--- config.mk ---
export PLATFORM = sky130hd
export DESIGN_NAME = kvs_ctrl
export DESIGN_NICKNAME = d
export VERILOG_FILES = /design/src/rtl/core/kvs_pkg.sv /design/src/rtl/core/kvs_ctrl.sv
export SDC_FILE = /design/constraint.sdc
export NUM_CORES = 1
export LEC_CHECK = 0
export ABC_AREA = 1
export BUFFER_PORTS_ARGS = -buffer_cell sky130_fd_sc_hd__buf_2
export CORE_AREA = 2 2 61 63
export DETAILED_ROUTE_END_ITERATION = 8
export DIE_AREA = 0 0 63 65
export PLACE_DENSITY = 0.94
export RECOVER_POWER = 100
export SYNTH_ARGS = -nofsm -noshare
export SYNTH_HDL_FRONTEND = slang
export SYNTH_SLANG_ARGS = --single-unit
--- constraint.sdc ---
create_clock -name clk -period 3.07 [get_ports clk]
set_input_delay 0.4605 -clock clk [delete_from_list [all_inputs] [get_ports clk]]
set_output_delay 0.4605 -clock clk [all_outputs]
set_load 0.02 [all_outputs]
--- src/rtl/core/kvs_pkg.sv ---
package kvs_pkg;

  localparam int MAX_KEYS    = 64;
  localparam int IDX_W       = $clog2(MAX_KEYS);
  localparam int NK_W        = $clog2(MAX_KEYS + 1);
  localparam int KEY_COUNT_W = 7;
  localparam int TICK_W      = 48;
  localparam int MOD_STEPS   = TICK_W;
  localparam int FRAC_STEPS  = 16;
  localparam int STEP_W      = $clog2(MOD_STEPS);

  localparam logic [1:0] CFG_TICKS_PER_SECOND = 2'd0;
  localparam logic [1:0] CFG_LOOP_ENABLE      = 2'd1;
  localparam logic [1:0] CFG_KEY_COUNT        = 2'd2;

  localparam logic CMD_WRITE   = 1'b0;
  localparam logic CMD_ADVANCE = 1'b1;

  typedef enum logic [3:0] {
    OP_NONE,
    OP_WRITE,
    OP_ACCEPT,
    OP_MUL,
    OP_CAP_LAST,
    OP_MOD_STEP,
    OP_MOD_DONE,
    OP_SRCH_CMP,
    OP_FRAC_STEP,
    OP_LERP_MUL,
    OP_LERP_SUM,
    OP_OUT_LAST,
    OP_ZERO
  } dp_op_t;

  typedef struct packed {
    dp_op_t           op;
    logic [IDX_W-1:0] rd_addr;
  } dp_cmd_t;

  typedef struct packed {
    logic [NK_W-1:0] n;
    logic            lt_zero;
    logic            loop;
    logic            found;
  } dp_status_t;

endpackage

--- src/rtl/core/kvs_ctrl.sv ---
module kvs_ctrl (
  input  logic                clk,
  input  logic                rst,
  input  logic                in_valid,
  output logic                in_stall,
  input  logic                cmd,
  output logic                out_valid,
  input  logic                out_stall,
  output kvs_pkg::dp_cmd_t    dp_cmd,
  input  kvs_pkg::dp_status_t dp_status
);
  import kvs_pkg::*;

  typedef enum logic [12:0] {
    S_IDLE    = 13'b0000000000001,
    S_MUL     = 13'b0000000000010,
    S_LAST    = 13'b0000000000100,
    S_MOD     = 13'b0000000001000,
    S_MODFIN  = 13'b0000000010000,
    S_SRQ     = 13'b0000000100000,
    S_SCMP    = 13'b0000001000000,
    S_FRAC    = 13'b0000010000000,
    S_LMUL    = 13'b0000100000000,
    S_LSUM    = 13'b0001000000000,
    S_LASTOUT = 13'b0010000000000,
    S_ZERO    = 13'b0100000000000,
    S_OUT     = 13'b1000000000000
  } state_t;

  state_t            state, state_next;
  logic [NK_W-1:0]   idx, idx_next;
  logic [STEP_W-1:0] step, step_next;
  logic [NK_W-1:0]   last;

  assign last      = dp_status.n - NK_W'(1);
  assign in_stall  = (state != S_IDLE);
  assign out_valid = (state == S_OUT);

  always_comb begin
    state_next     = state;
    idx_next       = idx;
    step_next      = step;
    dp_cmd.op      = OP_NONE;
    dp_cmd.rd_addr = idx[IDX_W-1:0];
    case (state)
      S_IDLE: begin
        if (in_valid) begin
          if (cmd == CMD_WRITE) begin
            dp_cmd.op = OP_WRITE;
          end else begin
            dp_cmd.op  = OP_ACCEPT;
            state_next = (dp_status.n == '0) ? S_ZERO : S_MUL;
          end
        end
      end
      S_MUL: begin
        dp_cmd.op      = OP_MUL;
        dp_cmd.rd_addr = last[IDX_W-1:0];
      end
      default: ;
    endcase
    case (state)
      S_MUL: state_next = S_LAST;
      S_LAST: begin
        dp_cmd.op = OP_CAP_LAST;
        idx_next  = '0;
        step_next = '0;
        if (!dp_status.lt_zero && dp_status.loop) begin
          state_next = S_MOD;
        end else begin
          state_next = S_SRQ;
        end
      end
      S_MOD: begin
        dp_cmd.op = OP_MOD_STEP;
        step_next = step + STEP_W'(1);
        if (step == STEP_W'(MOD_STEPS - 1)) begin
          state_next = S_MODFIN;
        end
      end
      S_MODFIN: begin
        dp_cmd.op  = OP_MOD_DONE;
        state_next = S_SRQ;
      end
      S_SRQ: state_next = S_SCMP;
      S_SCMP: begin
        dp_cmd.op = OP_SRCH_CMP;
        step_next = '0;
        if (dp_status.found) begin
          state_next = (idx == '0) ? S_LASTOUT : S_FRAC;
        end else if (idx + NK_W'(1) == dp_status.n) begin
          state_next = S_LASTOUT;
        end else begin
          idx_next   = idx + NK_W'(1);
          state_next = S_SRQ;
        end
      end
      S_FRAC: begin
        dp_cmd.op = OP_FRAC_STEP;
        step_next = step + STEP_W'(1);
        if (step == STEP_W'(FRAC_STEPS - 1)) begin
          state_next = S_LMUL;
        end
      end
      S_LMUL: begin
        dp_cmd.op  = OP_LERP_MUL;
        state_next = S_LSUM;
      end
      S_LSUM: begin
        dp_cmd.op  = OP_LERP_SUM;
        state_next = S_OUT;
      end
      S_LASTOUT: begin
        dp_cmd.op  = OP_OUT_LAST;
        state_next = S_OUT;
      end
      S_ZERO: begin
        dp_cmd.op  = OP_ZERO;
        state_next = S_OUT;
      end
      S_OUT: begin
        if (!out_stall) begin
          state_next = S_IDLE;
        end
      end
      default: ;
    endcase
  end

  always_ff @(posedge clk) begin
    if (rst) begin
      state <= S_IDLE;
      idx   <= '0;
      step  <= '0;
    end else begin
      state <= state_next;
      idx   <= idx_next;
      step  <= step_next;
    end
  end

endmodule

==> results.py <==
metrics = {
    "status": {
        "outcome": "completed",
    },
    "layout": {
        "finalNetCount": 374,
        "postLayoutCoreUtil_pct": 63.1,
        "multi_input_area_mm2": 0.00126,
        "ratio_of_cells_with_drive_above_1_in_the_final_layout_pct": 14.5,
        "num-fill-cells": 354,
        "ff_latch_area_um2": 520,
        "antenna_cells": 0,
        "area_delta_synth_final_pct": 6.46,
    },
    "yosys": {
        "synthesis.nets": 348,
        "post_synth_instance_area_mm2": 0.00207,
        "synth_enable_flop_cells": 0,
        "ys_async_sr_fraction_pct": 0,
        "postSynthAreaPerCell_um2": 6.32,
        "postSynthRegisterBits": 26,
        "synth_ff_type": "sky130_fd_sc_hd__dfxtp_1",
        "ys.warnings.count": 0,
        "synth_cell_types": 39,
        "synth-seq-area-share_pct": 25.1,
        "synth_cells": 328,
    },
    "sta": {
        "finalCritPeriodShare_pct": 93.6,
        "final-setup-viol-count": 0,
        "clock_skew_ns": 0.0167,
        "hold_violations": 0,
        "max_slew.worst_pin.slew_ns": 0.585,
        "max-slew-margin-rel_pct": 60.5,
        "setup_repair_after_global_routing_missed_its_margin": "false",
        "layout_min_cycle_time_ns": 2.87,
        "total_negative_slack_ns": 0,
        "report.final.slew_viol_count": 0,
        "max_clock_freq_mhz": 348,
    },
    "setup_path": {
        "timing_worst_setup_path_type": "reg2out",
        "timing.critical_path.arrival_ns": 2.41,
        "end_kind": "output port",
        "cp_data_required_time_ns": 2.61,
        "worstSetupStartpointType": "flop",
        "rr_worst_depth": 10,
        "timing.critical_path.fanout_max": 6,
    },
    "die": {
        "die_height_um": 65,
        "ioPinCount": 27,
        "floorplan.die_area_mm2": 0.00410,
        "core_area_mm2": 0.00350,
        "dieWidth_um": 63,
        "rows": 22,
        "start_util_pct": 59.3,
    },
    "global_routing": {
        "gr-usage-met1_pct": 32.7,
        "grt_util_all_layers_pct": 24.5,
        "initial_antenna_violation_count": 0,
        "use_met2_pct": 42.2,
        "grt-busiest-layer": "met2",
        "gr-total-overflow": 0,
        "grt_pass1_wl_mm": 8.22,
        "grt_max_degree": 21,
        "groute.layer.met3.usage_pct": 3.47,
        "via_count_of_the_first_global_routing_pass": 1922,
    },
    "clock_network": {
        "tritoncts.num_buffers": 3,
        "cts_buffer_depth": 2,
        "cts_sinks": 26,
        "cts_hold_buffers": 0,
        "clkSlewWorstSetupHoldPaths_ns": 0.14,
        "post_cts_resized": 0,
        "cts.repair_timing.setup_buffer_count": 0,
        "cts_root_buffer": "sky130_fd_sc_hd__clkbuf_4",
        "cts_tree": "done",
        "clk_latency_ns": 0.33,
        "cts.htree.levels": 1,
    },
    "route": {
        "dr.first_iter.drc_count": 214,
        "via_count": 2191,
        "remaining_drc_errors": 0,
        "drt_pass1_iterations": 5,
        "post_drt_wl_per_cell_um": 12.4,
        "via_per_inst": 5.48,
        "drt_wl_total_mm": 4.95,
        "drtAntennaViolNets": 0,
    },
    "placement": {
        "gpl.final_weighted_congestion": 0.997,
        "count_of_input_and_output_buffers": 26,
        "dp.final_hpwl_mm": 3.95,
    },
    "min_path": {
        "worstHoldPathCells": 2,
        "hold_path.class": "in2reg",
    },
    "pwr": {
        "ir_drop_uv": 277,
        "totalPowerFinal_uw": 609,
        "cellPowerDensity_mw_per_mm2": 276,
        "total_leakage_power_nw": 1.09,
    },
    "flow_run": {
        "max_cap_viol_count": 0,
    },
}
-- critical path: stages (launching register included) --
cell	delay (ns)
sky130_fd_sc_hd__dfxtp_1	0.44
sky130_fd_sc_hd__inv_2	0.06
sky130_fd_sc_hd__nand3_2	0.08
sky130_fd_sc_hd__inv_2	0.05
sky130_fd_sc_hd__nand2_2	0.11
sky130_fd_sc_hd__nor2_4	0.06
sky130_fd_sc_hd__nand2_1	0.17
sky130_fd_sc_hd__nand2_1	0.18
sky130_fd_sc_hd__nor2_1	0.39
sky130_fd_sc_hd__nand3_2	0.17
sky130_fd_sc_hd__nand4_1	0.10
sky130_fd_sc_hd__o21ai_1	0.06
sky130_fd_sc_hd__inv_1	0.05
sky130_fd_sc_hd__clkbuf_2	0.15
-- synthesized netlist by cell type, types with 2 or more instances --
| cell | n | share of area (%) |
|---|---|---|
| sky130_fd_sc_hd__nor3b_1 | 2 | 0.72 |
| sky130_fd_sc_hd__xor2_1 | 4 | 1.7 |
| sky130_fd_sc_hd__nand3_1 | 31 | 7.5 |
| sky130_fd_sc_hd__nand2_1 | 69 | 12 |
| sky130_fd_sc_hd__clkbuf_1 | 3 | 0.54 |
| sky130_fd_sc_hd__o21ai_0 | 12 | 2.9 |
| sky130_fd_sc_hd__nand2_4 | 2 | 1.1 |
| sky130_fd_sc_hd__o21ai_1 | 4 | 0.97 |
| sky130_fd_sc_hd__inv_2 | 5 | 0.91 |
| sky130_fd_sc_hd__inv_1 | 51 | 9.2 |
| sky130_fd_sc_hd__ha_1 | 5 | 3.0 |
| sky130_fd_sc_hd__dfxtp_1 | 26 | 25 |
| sky130_fd_sc_hd__nand4_1 | 12 | 3.6 |
| sky130_fd_sc_hd__nor4_1 | 2 | 0.60 |
| sky130_fd_sc_hd__nor2_1 | 34 | 6.2 |
| sky130_fd_sc_hd__nor3_1 | 5 | 1.2 |
| sky130_fd_sc_hd__nand2_2 | 5 | 1.5 |
| sky130_fd_sc_hd__nor2_4 | 6 | 3.3 |
| sky130_fd_sc_hd__a21oi_1 | 18 | 4.3 |
| sky130_fd_sc_hd__nand3_2 | 4 | 1.9 |
| sky130_fd_sc_hd__nor2_2 | 5 | 1.5 |
| sky130_fd_sc_hd__o31ai_1 | 3 | 1.1 |
| sky130_fd_sc_hd__xnor2_1 | 2 | 0.85 |
| sky130_fd_sc_hd__a211oi_1 | 2 | 0.72 |
| sky130_fd_sc_hd__nor3_2 | 2 | 0.97 |
-- cell families (layout without fill, tap and decap cells) --
| group | count (synthesis) | in the layout | share of synthesized area, % |
|---|---|---|---|
| compound gates | 47 | 47 | 13.2 |
| xor+xnor | 6 | 6 | 2.53 |
| fa+ha+maj | 5 | 5 | 3.02 |
| buf+inv | 61 | 85 | 11.3 |
| flops | 26 | 26 | 25.1 |
| simple gates | 183 | 183 | 44.8 |
-- report_power, final --
part | switching [mW] | leakage, nW | internal (mW)
Sequential | 0.00614 | 0.210 | 0.342
Combinational | 0.0783 | 0.862 | 0.0384
Clock | 0.0978 | 0.0138 | 0.0461
Total | 0.182 | 1.09 | 0.427
-- placed cells by master, fill, tap and decap left out --
cell | netlist | layout
sky130_fd_sc_hd__nor3b_1 | 2 | 2
sky130_fd_sc_hd__nor2_4 | 6 | 4
sky130_fd_sc_hd__a21oi_1 | 18 | 18
sky130_fd_sc_hd__dfxtp_1 | 26 | 26
sky130_fd_sc_hd__o41ai_1 | 1 | 1
sky130_fd_sc_hd__nand3b_1 | 1 | 1
sky130_fd_sc_hd__o31ai_1 | 3 | 3
sky130_fd_sc_hd__o21ai_1 | 4 | 2
sky130_fd_sc_hd__nand4_1 | 12 | 12
sky130_fd_sc_hd__nor4_1 | 2 | 2
sky130_fd_sc_hd__a211oi_1 | 2 | 2
sky130_fd_sc_hd__o21a_1 | 1 | 1
sky130_fd_sc_hd__o21ai_0 | 12 | 14
sky130_fd_sc_hd__nor3_1 | 5 | 6
sky130_fd_sc_hd__clkbuf_2 | 0 | 6
sky130_fd_sc_hd__xnor2_1 | 2 | 2
sky130_fd_sc_hd__ha_1 | 5 | 5
sky130_fd_sc_hd__nor2_1 | 34 | 38
sky130_fd_sc_hd__o211ai_1 | 1 | 1
sky130_fd_sc_hd__xor2_1 | 4 | 4
sky130_fd_sc_hd__nand2_4 | 2 | 2
sky130_fd_sc_hd__nand3_2 | 4 | 3
sky130_fd_sc_hd__nor2_2 | 5 | 3
sky130_fd_sc_hd__clkbuf_4 | 0 | 3
sky130_fd_sc_hd__buf_2 | 1 | 19
sky130_fd_sc_hd__clkbuf_1 | 3 | 1
sky130_fd_sc_hd__inv_2 | 5 | 5
sky130_fd_sc_hd__nor3_2 | 2 | 2
sky130_fd_sc_hd__nand2_1 | 69 | 71
sky130_fd_sc_hd__nand3_1 | 31 | 33
sky130_fd_sc_hd__o221ai_1 | 1 | 1
sky130_fd_sc_hd__nand2_2 | 5 | 3
sky130_fd_sc_hd__o21bai_2 | 1 | 1
sky130_fd_sc_hd__o32ai_1 | 1 | 1
sky130_fd_sc_hd__a31oi_1 | 1 | 1
sky130_fd_sc_hd__inv_1 | 51 | 51
sky130_fd_sc_hd__and3_1 | 1 | 1
sky130_fd_sc_hd__a22oi_1 | 1 | 1
-- final cells by class --
cell class                      instances  area share (%)
Multi-Input combinational cell        241            57.3
Sequential cell                        26            23.6
Inverter                               56            9.52
Timing Repair Buffer                   26            5.84
Clock buffer                            3            1.02
Tap cell                               48            2.72
-- path summary, 6_finish.rpt --
path | start | to | slack, ns
max | state[10]$_SDFF_PP0_ | dp_cmd[6] | 0.20
min | out_stall | state[0]$_SDFF_PP1_ | 0.38
max reg2reg | state[12]$_SDFF_PP0_ | state[8]$_SDFF_PP0_ | 0.82
min reg2reg | step[1]$_SDFFE_PP0P_ | step[1]$_SDFFE_PP0P_ | 0.49
-- through the flow --
stage / instance area (µm²) / instances / hold slack, ns / worst slack [ns]
finish: 2210 / 400 / 0.377 / 0.195
global route: 2210 / 400 / 0.380 / 0.0329
CTS: 2260 / 400 / 0.377 / 0.334
detailed placement: 2240 / 397 / 0.478 / 0.725
global placement: 2240 / 397 / 0.464 / 0.798
floorplan: 2070 / 328 / 0.453 / 0.929
-- registers in the layout, summed over array words and instances, names as in the netlist --
register and count:
step 6, idx 7, state 13
-- layer usage --
| metal | up-vias | share of wire, % |
|---|---|---|
| li1 | 1128 | - |
| met2 | 63 | 48 |
| met3 | 2 | 5.5 |
| met4 | 0 | 0.16 |
| met5 | - | 0 |
| met1 | 998 | 46 |
Power figures use the tool's default switching activity.
